===== src/design/r64e_pkg.sv =====
// Shared types and constants for the rANS64 encoder step core.
package r64e_pkg;

    localparam int STATE_W = 64;
    localparam int WORD_W  = 32;
    localparam int FREQ_W  = 32;
    localparam int START_W = 31;
    localparam int SCALE_W = 5;
    localparam int ADDR_W  = 3;

    // request opcodes
    localparam logic [1:0] OP_ENCODE  = 2'd0;
    localparam logic [1:0] OP_FLUSH   = 2'd1;
    localparam logic [1:0] OP_RESTART = 2'd2;

    // register indexes, taken from paddr[2]
    localparam logic REG_SCALE = 1'b0;
    localparam logic REG_LB    = 1'b1;

    localparam logic [SCALE_W-1:0] SCALE_RESET = 5'd16;
    localparam logic [WORD_W-1:0]  LB_RESET    = 32'h8000_0000;

    typedef enum logic [2:0] {
        ST_IDLE,
        ST_MUL,
        ST_CMP,
        ST_DIV,
        ST_ADD,
        ST_UPD,
        ST_FLUSH_HI,
        ST_FLUSH_LO
    } enc_state_t;

endpackage


===== src/design/r64e_serdiv.sv =====
// Bit-serial restoring divider: 64-bit dividend by 32-bit divisor, one quotient bit a cycle.
module r64e_serdiv (
    input  logic                             clk,
    input  logic                             rst_n,
    input  logic                             start,
    input  logic [r64e_pkg::STATE_W-1:0]     dividend,
    input  logic [r64e_pkg::FREQ_W-1:0]      divisor,
    output logic                             done,
    output logic [r64e_pkg::STATE_W-1:0]     quotient,
    output logic [r64e_pkg::FREQ_W-1:0]      remainder
);
    import r64e_pkg::*;

    localparam int CNT_W = $clog2(STATE_W);

    logic                  busy_reg, busy_next;
    logic                  done_reg, done_next;
    logic [CNT_W-1:0]      cnt_reg, cnt_next;
    logic [STATE_W-1:0]    sh_reg;      // dividend bits out at the top, quotient bits in below
    logic [FREQ_W-1:0]     rem_reg;
    logic [FREQ_W-1:0]     div_reg;

    logic [FREQ_W:0]       r_sh;
    logic [FREQ_W:0]       diff;
    logic                  ge;

    assign r_sh = {rem_reg, sh_reg[STATE_W-1]};
    assign diff = r_sh - {1'b0, div_reg};
    // partial remainder stays below twice the divisor, so bit 32 is the borrow
    assign ge   = ~diff[FREQ_W];

    always_comb
    begin
        busy_next = busy_reg;
        done_next = 1'b0;
        cnt_next  = cnt_reg;
        if (start)
        begin
            busy_next = 1'b1;
            cnt_next  = CNT_W'(STATE_W - 1);
        end
        else if (busy_reg)
        begin
            cnt_next = cnt_reg - 1'b1;
            if (cnt_reg == '0)
            begin
                busy_next = 1'b0;
                done_next = 1'b1;
            end
        end
    end

    always_ff @(posedge clk or negedge rst_n)
    begin
        if (!rst_n)
        begin
            busy_reg <= 1'b0;
            done_reg <= 1'b0;
            cnt_reg  <= '0;
        end
        else
        begin
            busy_reg <= busy_next;
            done_reg <= done_next;
            cnt_reg  <= cnt_next;
        end
    end

    always_ff @(posedge clk)
    begin
        if (start)
        begin
            sh_reg  <= dividend;
            rem_reg <= '0;
            div_reg <= divisor;
        end
        else if (busy_reg)
        begin
            sh_reg  <= {sh_reg[STATE_W-2:0], ge};
            rem_reg <= ge ? diff[FREQ_W-1:0] : r_sh[FREQ_W-1:0];
        end
    end

    assign done      = done_reg;
    assign quotient  = sh_reg;
    assign remainder = rem_reg;

endmodule


===== src/design/rans64_encoder_step_core.sv =====
// Top level of the rANS64 encoder step core: control, coder state, output register.
//
// Holds a 64-bit rANS coder state and takes one request at a time on the s_ side.
// Encode (opcode 0) compares the state's high word with the low word of
// sym_freq * (floor >> prob_scale_bits), floor being the state floor register; if
// the state is at or above that bound the low state word goes out as one word with
// tlast set and the state drops by 32 bits. The state then becomes
// ((x / freq) << scale) + start + x % freq, the division run by a bit-serial
// restoring divider at one quotient bit per cycle.
// After acceptance an encode runs through the bound multiply, the compare (which
// waits for a free output slot when a word goes out), the divider's 64 steps and
// its done strobe, the add of start and remainder, and the shift and write of the
// state before tready returns. Flush (opcode 1) sends the high word, then the low
// word with tlast, one per free output slot, leaving the state as is. Restart
// (opcode 2) loads the state floor into the state in the accepting cycle. Opcode 3
// and an encode with sym_freq zero are dropped. A finished word waits in the
// output register while the next request is taken. Registers (APB, pready tied
// high): 0x0 prob_scale_bits [4:0], 0x4 state floor [31:0]; paddr[1:0] is ignored.
// Write them only while the core is idle.
module rans64_encoder_step_core (
    input  logic                            clk,
    input  logic                            rst_n,
    // request stream
    input  logic                            s_tvalid,
    output logic                            s_tready,
    input  logic [63:0]                     s_tdata,   // [31:0] sym_freq, [62:32] sym_start, [63] zero
    input  logic [1:0]                      s_tuser,   // [1:0] opcode
    // output word stream
    output logic                            m_tvalid,
    input  logic                            m_tready,
    output logic [r64e_pkg::WORD_W-1:0]     m_tdata,   // [31:0] out_word
    output logic                            m_tlast,   // is_last
    // configuration
    input  logic                            psel,
    input  logic                            penable,
    input  logic                            pwrite,
    input  logic [r64e_pkg::ADDR_W-1:0]     paddr,
    input  logic [31:0]                     pwdata,
    output logic [31:0]                     prdata,
    output logic                            pready
);
    import r64e_pkg::*;

    enc_state_t             state_reg, state_next;

    // configuration
    logic [SCALE_W-1:0]     scale_reg;
    logic [WORD_W-1:0]      lb_reg;

    // coder state and request payload
    logic [STATE_W-1:0]     coder_reg;
    logic [FREQ_W-1:0]      freq_reg;
    logic [START_W-1:0]     start_reg;
    logic [WORD_W-1:0]      bound_reg;     // high word of the renormalisation bound
    logic [FREQ_W:0]        addend_reg;    // start + remainder

    // output register
    logic                   m_valid_reg;
    logic [WORD_W-1:0]      m_data_reg;
    logic                   m_last_reg;

    // control from the output decode
    logic                   accept;
    logic                   restart_load;
    logic                   load_out;
    logic [WORD_W-1:0]      out_word_d;
    logic                   out_last_d;
    logic                   div_start;

    logic                   slot_free;
    logic                   renorm;
    logic                   cfg_wr;
    logic [WORD_W-1:0]      lb_shifted;
    logic [WORD_W-1:0]      bound_lo;
    logic [STATE_W-1:0]     div_dividend;
    logic                   div_done;
    logic [STATE_W-1:0]     div_quo;
    logic [FREQ_W-1:0]      div_rem;

    assign slot_free  = ~m_valid_reg | m_tready;
    assign renorm     = (coder_reg[STATE_W-1:WORD_W] >= bound_reg);
    assign lb_shifted = lb_reg >> scale_reg;
    // only the low product word matters: the bound is that word shifted up by 32
    assign bound_lo   = freq_reg * lb_shifted;
    assign div_dividend = renorm ? {{WORD_W{1'b0}}, coder_reg[STATE_W-1:WORD_W]} : coder_reg;

    // ---------------- next state ----------------
    always_comb
    begin
        state_next = state_reg;
        case (state_reg)
            ST_IDLE:
            begin
                if (s_tvalid)
                begin
                    case (s_tuser)
                        OP_ENCODE:
                        begin
                            if (s_tdata[FREQ_W-1:0] != '0)
                                state_next = ST_MUL;
                        end
                        OP_FLUSH: state_next = ST_FLUSH_HI;
                        default:  state_next = ST_IDLE;
                    endcase
                end
            end
            ST_MUL: state_next = ST_CMP;
            ST_CMP:
            begin
                if (!renorm || slot_free)
                    state_next = ST_DIV;
            end
            ST_DIV:
            begin
                if (div_done)
                    state_next = ST_ADD;
            end
            ST_ADD: state_next = ST_UPD;
            ST_UPD: state_next = ST_IDLE;
            ST_FLUSH_HI:
            begin
                if (slot_free)
                    state_next = ST_FLUSH_LO;
            end
            ST_FLUSH_LO:
            begin
                if (slot_free)
                    state_next = ST_IDLE;
            end
            default: state_next = ST_IDLE;
        endcase
    end

    // ---------------- outputs of the sequencer ----------------
    always_comb
    begin
        s_tready     = 1'b0;
        restart_load = 1'b0;
        load_out     = 1'b0;
        out_word_d   = coder_reg[WORD_W-1:0];
        out_last_d   = 1'b1;
        div_start    = 1'b0;
        case (state_reg)
            ST_IDLE:
            begin
                s_tready     = 1'b1;
                restart_load = s_tvalid & (s_tuser == OP_RESTART);
            end
            ST_CMP:
            begin
                if (!renorm || slot_free)
                begin
                    div_start = 1'b1;
                    load_out  = renorm;
                end
            end
            ST_FLUSH_HI:
            begin
                load_out   = slot_free;
                out_word_d = coder_reg[STATE_W-1:WORD_W];
                out_last_d = 1'b0;
            end
            ST_FLUSH_LO:
            begin
                load_out = slot_free;
            end
            default:
            begin
                s_tready = 1'b0;
            end
        endcase
    end

    assign accept = s_tvalid & s_tready;

    always_ff @(posedge clk or negedge rst_n)
    begin
        if (!rst_n)
            state_reg <= ST_IDLE;
        else
            state_reg <= state_next;
    end

    // ---------------- coder state ----------------
    always_ff @(posedge clk or negedge rst_n)
    begin
        if (!rst_n)
            coder_reg <= {{WORD_W{1'b0}}, LB_RESET};
        else if (restart_load)
            coder_reg <= {{WORD_W{1'b0}}, lb_reg};
        else if (state_reg == ST_UPD)
            coder_reg <= (div_quo << scale_reg) + {{(STATE_W-FREQ_W-1){1'b0}}, addend_reg};
    end

    // request payload and datapath registers
    always_ff @(posedge clk)
    begin
        if (accept)
        begin
            freq_reg  <= s_tdata[FREQ_W-1:0];
            start_reg <= s_tdata[FREQ_W+START_W-1:FREQ_W];
        end
        if (state_reg == ST_MUL)
            bound_reg <= bound_lo;
        if (state_reg == ST_ADD)
            addend_reg <= {{(FREQ_W-START_W+1){1'b0}}, start_reg} + {1'b0, div_rem};
    end

    r64e_serdiv u_div (
        .clk       (clk),
        .rst_n     (rst_n),
        .start     (div_start),
        .dividend  (div_dividend),
        .divisor   (freq_reg),
        .done      (div_done),
        .quotient  (div_quo),
        .remainder (div_rem)
    );

    // ---------------- output register ----------------
    always_ff @(posedge clk or negedge rst_n)
    begin
        if (!rst_n)
            m_valid_reg <= 1'b0;
        else if (load_out)
            m_valid_reg <= 1'b1;
        else if (m_tready)
            m_valid_reg <= 1'b0;
    end

    always_ff @(posedge clk)
    begin
        if (load_out)
        begin
            m_data_reg <= out_word_d;
            m_last_reg <= out_last_d;
        end
    end

    assign m_tvalid = m_valid_reg;
    assign m_tdata  = m_data_reg;
    assign m_tlast  = m_last_reg;

    // ---------------- configuration port ----------------
    assign pready = 1'b1;
    assign cfg_wr = psel & penable & pwrite & pready;

    always_ff @(posedge clk or negedge rst_n)
    begin
        if (!rst_n)
        begin
            scale_reg <= SCALE_RESET;
            lb_reg    <= LB_RESET;
        end
        else if (cfg_wr)
        begin
            if (paddr[2] == REG_SCALE)
                scale_reg <= pwdata[SCALE_W-1:0];
            else
                lb_reg <= pwdata[WORD_W-1:0];
        end
    end

    assign prdata = (paddr[2] == REG_LB) ? lb_reg : {{(32-SCALE_W){1'b0}}, scale_reg};

endmodule


===== config.mk =====
export PLATFORM = sky130hd
export DESIGN_NAME = rans64_encoder_step_core
export DESIGN_NICKNAME = d
export VERILOG_FILES = /design/src/design/r64e_pkg.sv /design/src/design/r64e_serdiv.sv /design/src/design/rans64_encoder_step_core.sv
export SDC_FILE = /design/constraint.sdc
export NUM_CORES = 2
export LEC_CHECK = 0
export ABC_AREA = 1
export ABC_CLOCK_PERIOD_IN_PS = 8500
export BUFFER_PORTS_ARGS = -buffer_cell sky130_fd_sc_hd__clkbuf_2
export CORE_AREA = 2 2 296 298
export CTS_CLUSTER_SIZE = 40
export DETAILED_ROUTE_END_ITERATION = 10
export DIE_AREA = 0 0 298 300
export HOLD_SLACK_MARGIN = 0.1
export PLACE_DENSITY_LB_ADDON = 0.05
export SYNTH_ARGS = -nofsm -noshare
export SYNTH_HDL_FRONTEND = slang
export SYNTH_SLANG_ARGS = --single-unit
export TNS_END_PERCENT = 100

===== constraint.sdc =====
create_clock -name clk -period 8.5 [get_ports clk]
set_input_delay 0.85 -clock clk [delete_from_list [all_inputs] [get_ports clk]]
set_output_delay 0.85 -clock clk [all_outputs]
set_load 0.01 [all_outputs]

* Word level (Yosys, flattened, before mapping)
Index checks and enable logic that the tools add are counted.
** Operators by class
- Shift operators :: 2
- $mul :: 1
- Multiplexer cells :: 33
- Reductions and logical operators :: 13
- Magnitude comparators :: 1
- Bitwise operators :: 8
- Eq/ne operators :: 15
- $add $sub $neg :: 4
** Operators by type and width (number)
- 64-bit 2-to-1 mux :: 5
- 32-bit 2-to-1 mux :: 3
- 64-bit by 33-bit adder with 64-bit output :: 1
- 64-bit by 5-bit left shift with 64-bit output :: 1
- 31-bit by 32-bit adder with 33-bit output :: 1
- 33-bit by 32-bit subtractor with 33-bit output :: 1
- 32-bit >= comparator :: 1
- 32-bit by 32-bit multiplier with 32-bit output :: 1
- 32-bit nonzero test :: 1
- 32-bit by 5-bit right shift with 32-bit output :: 1
- 3-bit case mux with 8 select lines :: 1
- 3-bit 2-to-1 mux :: 6
- 1-bit 2-to-1 mux :: 14
- 3-bit equality test, second input constant :: 4
- 6-bit 2-to-1 mux :: 2
- 2-bit != test, second input constant :: 4
- 3-bit by 2-bit equality test with 1-bit output, second input constant :: 2
- 6-bit logical NOT :: 1
- 3-bit case mux with 2 select lines :: 1
- 6-bit AND reduction :: 1
- 2-bit nonzero test :: 3
- 6-bit by 1-bit subtractor with 6-bit output, second input constant :: 1
- 1-bit bitwise AND :: 4
- 2-bit AND reduction :: 2
- 13 further kinds :: 15
** Storage, ports and cells
- Input port bits :: 108
- Register bits after elaboration :: 402
- Output and inout port bits :: 68
- Logic and storage cells :: 94

* Depth between registers and ports, before layout
- Depth after elaboration :: 6
- Depth in mapped cells :: 41
- Gate-level depth less buffers :: 38

* By module
A second synthesis with hierarchy kept.
** Unflattened totals
- Cell total of the unflattened synthesis :: 5962
- Area, all modules :: 44252.4 um^2
** By module, submodules not included
- rans64_encoder_step_core :: instances 1, seq. area each 7465.9 um^2, area an instance 35630.4 um^2, cells each 4778
- r64e_serdiv :: instances 1, seq. area each 3723.6 um^2, area an instance 8622.0 um^2, cells each 1184

* Least setup slack after synthesis
Ideal clock, no wire load.
- Path kind :: register to register
- Start point :: register scale_reg[0]
- End point :: register bound_reg[29], data pin
- Required time :: 8.238 ns
- Data arrival time :: 7.379 ns
- Period minus slack after synthesis :: 7.640 ns
- Path slack :: 0.860 ns
- Buffers on the path :: 3
- Stages on the path, launching flop included :: 33
- Library setup time :: 0.262 ns
- Cells stage by stage :: dfrtp_1 inv_1 buf_4 buf_2 nand2_1 nand3_1 nand3_1 nand3_1 nand2_1 o21ai_4 clkinv_1 clkbuf_1 nor2_1 fa_1 fa_1 fa_1 inv_1 fa_1 inv_1 fa_1 inv_1 fa_1 inv_1 fa_1 fa_1 ha_1 a21oi_1 o21a_1 a21boi_0 o21ai_1 a21oi_1 o21ai_1 xor2_1
** Between the ends
- Longest elaborated chain between the ends :: 2
** Ends and longest elaborated chain
- start: declaration :: RTL line rans64_encoder_step_core.sv:47 : logic [SCALE_W-1:0] scale_reg;
- start signal: assignment :: RTL line rans64_encoder_step_core.sv:258 : scale_reg <= pwdata[SCALE_W-1:0];
- 32-bit by 5-bit right shift with 32-bit output :: RTL line rans64_encoder_step_core.sv:82 : assign lb_shifted = lb_reg >> scale_reg;
- 32-bit by 32-bit multiplier with 32-bit output :: RTL line rans64_encoder_step_core.sv:84 : assign bound_lo = freq_reg * lb_shifted;
- named net bound_lo[29] :: RTL line rans64_encoder_step_core.sv:74 : logic [WORD_W-1:0] bound_lo;
- end signal: assignment :: RTL line rans64_encoder_step_core.sv:204 : bound_reg <= bound_lo;
- end: declaration :: RTL line rans64_encoder_step_core.sv:54 : logic [WORD_W-1:0] bound_reg;
The timed path passes the listed nets, and every way through them passes these cells.
A chain may end at the register's enable or synchronous reset.

* Worst setup path in the final report
- Start point :: register scale_reg[0]
- End point :: register bound_reg[31], data pin
The elaborated chain is that of the path after synthesis.

==> flow_summary.toml <==
[outcome]
status = "finished, final reports clean"

[global_route]
grt_pass1_vias = 37400
use_met3_pct = 4.11
grt_pass1_wl_um = 232000
antenna_found_initial = 5
grt_max_degree = 100
grt_overflow_total = 0
met1_usage_pct = 46.4
busiest_layer = "met2"
grt_use_total_pct = 34.8
use_met2_pct = 56.6

[synthesis]
yosys.area.top_type = "fa_1"
synth_commonest_cells = "nand2_1, inv_1, nor2_1"
synth_cell_types = 65
synth_edf_count = 257
synthTopCellsByArea = "fa_1, edfxtp_1, nand2_1"
async_flop_share_pct = 28.1
yosysMostFrequentCell = "nand2_1"
synth_seq_cells = 402
yosysWarnings = 0
syn_area_per_cell_sq_um = 7.79
synth_fp_nets = 6283
seq_area_frac_synth_pct = 26.1
synth_flop_cell = "edfxtp_1"
synthesis.area_sq_mm = 0.0429
synthCells = 5511
synth_top_cell_area_share_pct = 19.2

[clocking]
clk_latency_ns = 0.64
clockRootBuffer = "clkbuf_16"
numCtsBuffers = 49
clkTransAtPathRegs_ns = 0.06
tritoncts = "done"
clk_path_buf_depth = 3
cts.htree.levels = 2
clock-sinks = 402

[worst_setup_path]
cp_common_cell = "fa_1"
cp_data_arrival_time_ns = 8.53
cp.required_ns = 8.89
end_kind = "register"
r2r_end = "bound_reg[31]"
startpoint_type = "register"
ff2ff_path_depth = 33
cpPeakStageDelay_ns = 0.59
criticalPathCategory = "reg -> reg"
ff2ff_setup_slack_ns = 0.35
r2r-start = "scale_reg[0]"
crit_fanout = 38
crit_path_top_delay_cell = "fa_1"

[detailed_routing]
drtPass1Iterations = 6
antenna_left = 0
drc = 0
vias = 38000
drt-total-wl_um = 155000
first_iter_violations = 3211
wl_per_cell_um = 22.6
viasPerCell = 5.55

[timing]
setup_viol = 0
post-route-period-util_pct = 95.9
clock_skew_ns = 0.0342
rsz0062_at_grt = "true"
tightest_slew_ns = 1.11
hold_viol = 0
drv_slew = 0
clock.fmax_ghz = 0.123
finalCriticalPeriod_ns = 8.15
maxSlewHeadroom_pct = 26.1

[placement]
dp_hpwl_um = 124000
io_buffers = 171
dp.cells = 6747
placed_cell_area_sq_mm = 0.0453
gp_congestion = 0.988

[floorplan]
io_pins = 176
die_h_um = 300
core-area_sq_mm = 0.0862
start_util_pct = 49.8
die_area_sq_mm = 0.0894
std_cell_rows = 108
dieWidth_um = 298

[final_layout]
fin_util_pct = 54.6
area_delta_synth_final_pct = 9.62
layout.nets = 6417
finalNonFillerCells = 6841
fill_cells = 8493
drive_gt1_share_pct = 8.99
final_cell_area_sq_mm = 0.0470

[min_path]
holdCritPathClass = "in -> async"

[job]
drv_cap = 0
[how the worst max path moves through the flow]
| stage | endpoint | slack [ns] | startpoint |
|---|---|---|---|
| 4_1_cts | bound_reg[28] | 0.1 | scale_reg[0] |
| 3_5_place_dp | bound_reg[28] | 0.11 | scale_reg[0] |
| 5_1_grt | bound_reg[28] | -0.05 | scale_reg[0] |
| 2_1_floorplan | bound_reg[29] | 0.86 | scale_reg[0] |
| 3_3_place_gp | bound_reg[31] | 0.13 | scale_reg[0] |
| 6_report | bound_reg[31] | 0.35 | scale_reg[0] |
[metrics by stage]
stage	setup slack, ns	TNS [ns]	hold WS, ns
after detailed placement	0.111	0	0.493
after global routing	-0.0511	-0.0907	0.288
after floorplan	0.860	0	0.424
after global placement	0.129	0	0.486
final	0.352	0	0.243
after CTS	0.0987	0	0.253
[cells in the final DEF, fill, tap and decap left out, types with 10 or more instances in the layout]
| master | Yosys | routed |
|---|---|---|
| nand3_2 | 7 | 11 |
| dfrtp_1 | 110 | 106 |
| edfxtp_1 | 257 | 257 |
| fa_1 | 411 | 410 |
| inv_2 | 11 | 12 |
| ha_1 | 253 | 253 |
| nand4_1 | 37 | 37 |
| xnor2_1 | 55 | 55 |
| nor3_1 | 31 | 29 |
| a31oi_1 | 24 | 24 |
| o211ai_1 | 88 | 88 |
| or2_1 | 10 | 10 |
| nor2_1 | 484 | 477 |
| nand2_1 | 1338 | 1335 |
| o22ai_1 | 41 | 41 |
| o21ai_0 | 320 | 320 |
| inv_1 | 886 | 883 |
| nor2_2 | 8 | 12 |
| clkbuf_2 | 0 | 170 |
| o21ai_1 | 90 | 89 |
| mux2i_1 | 33 | 33 |
| clkbuf_16 | 0 | 51 |
| xor2_1 | 63 | 63 |
| nor4_1 | 12 | 11 |
| mux2_2 | 27 | 27 |
| nand3_1 | 312 | 308 |
| nand2_2 | 17 | 20 |
| a21oi_1 | 205 | 203 |
| clkinv_2 | 0 | 10 |
| clkinv_1 | 21 | 26 |
| dfxtp_1 | 32 | 32 |
| o21bai_1 | 10 | 10 |
| buf_4 | 14 | 126 |
[what timing repair did]
action / CTS / global route
endpoints found under the setup margin: 0 / 10
gates resized for setup: 0 / 16
setup buffers: 0 / 2
hold buffers: 0 / 0
[layer usage]
layer | routed length (um) | share of wire, %
met5 | 0 | 0
met4 | 8710 | 5.6
met3 | 10000 | 6.5
met2 | 70600 | 46
met1 | 65400 | 42
[cell families after synthesis]
logic type / count (synthesis) / synth area share, %
AOI/OAI and AO/OA: 836 / 11.0
xor gates and xnor gates: 118 / 2.41
adders and majority gates: 664 / 26.6
buffers and inverters: 1140 / 10.5
DFF: 402 / 26.1
muxes: 60 / 1.48
other: 1 / 0.00874
and+or+nand+nor: 2290 / 22.0
[cell type report]
type / count / area (sq um) / area share [%]
Multi-Input combinational cell: 3969 / 27300 / 58.1
Sequential cell: 402 / 11200 / 23.8
Inverter: 918 / 3460 / 7.35
Timing Repair Buffer: 305 / 1970 / 4.18
Tap cell: 1155 / 1450 / 3.07
Clock buffer: 61 / 1370 / 2.92
Clock inverter: 30 / 272 / 0.577
Antenna cell: 1 / 2.50 / 0.00532
[critical path, delay by kind of cell, from the launching register on]
| kind | cells | cell delay [ns] |
|---|---|---|
| DFF | 1 | 0.48 |
| buffers and inverters | 9 | 0.97 |
| and+or+nand+nor | 13 | 1.57 |
| adders and majority gates | 9 | 4.39 |
| AOI/OAI and AO/OA | 2 | 0.44 |
Power is not shown: default switching activity piles up to over one toggle a cycle in this logic, so the estimate is an artifact.
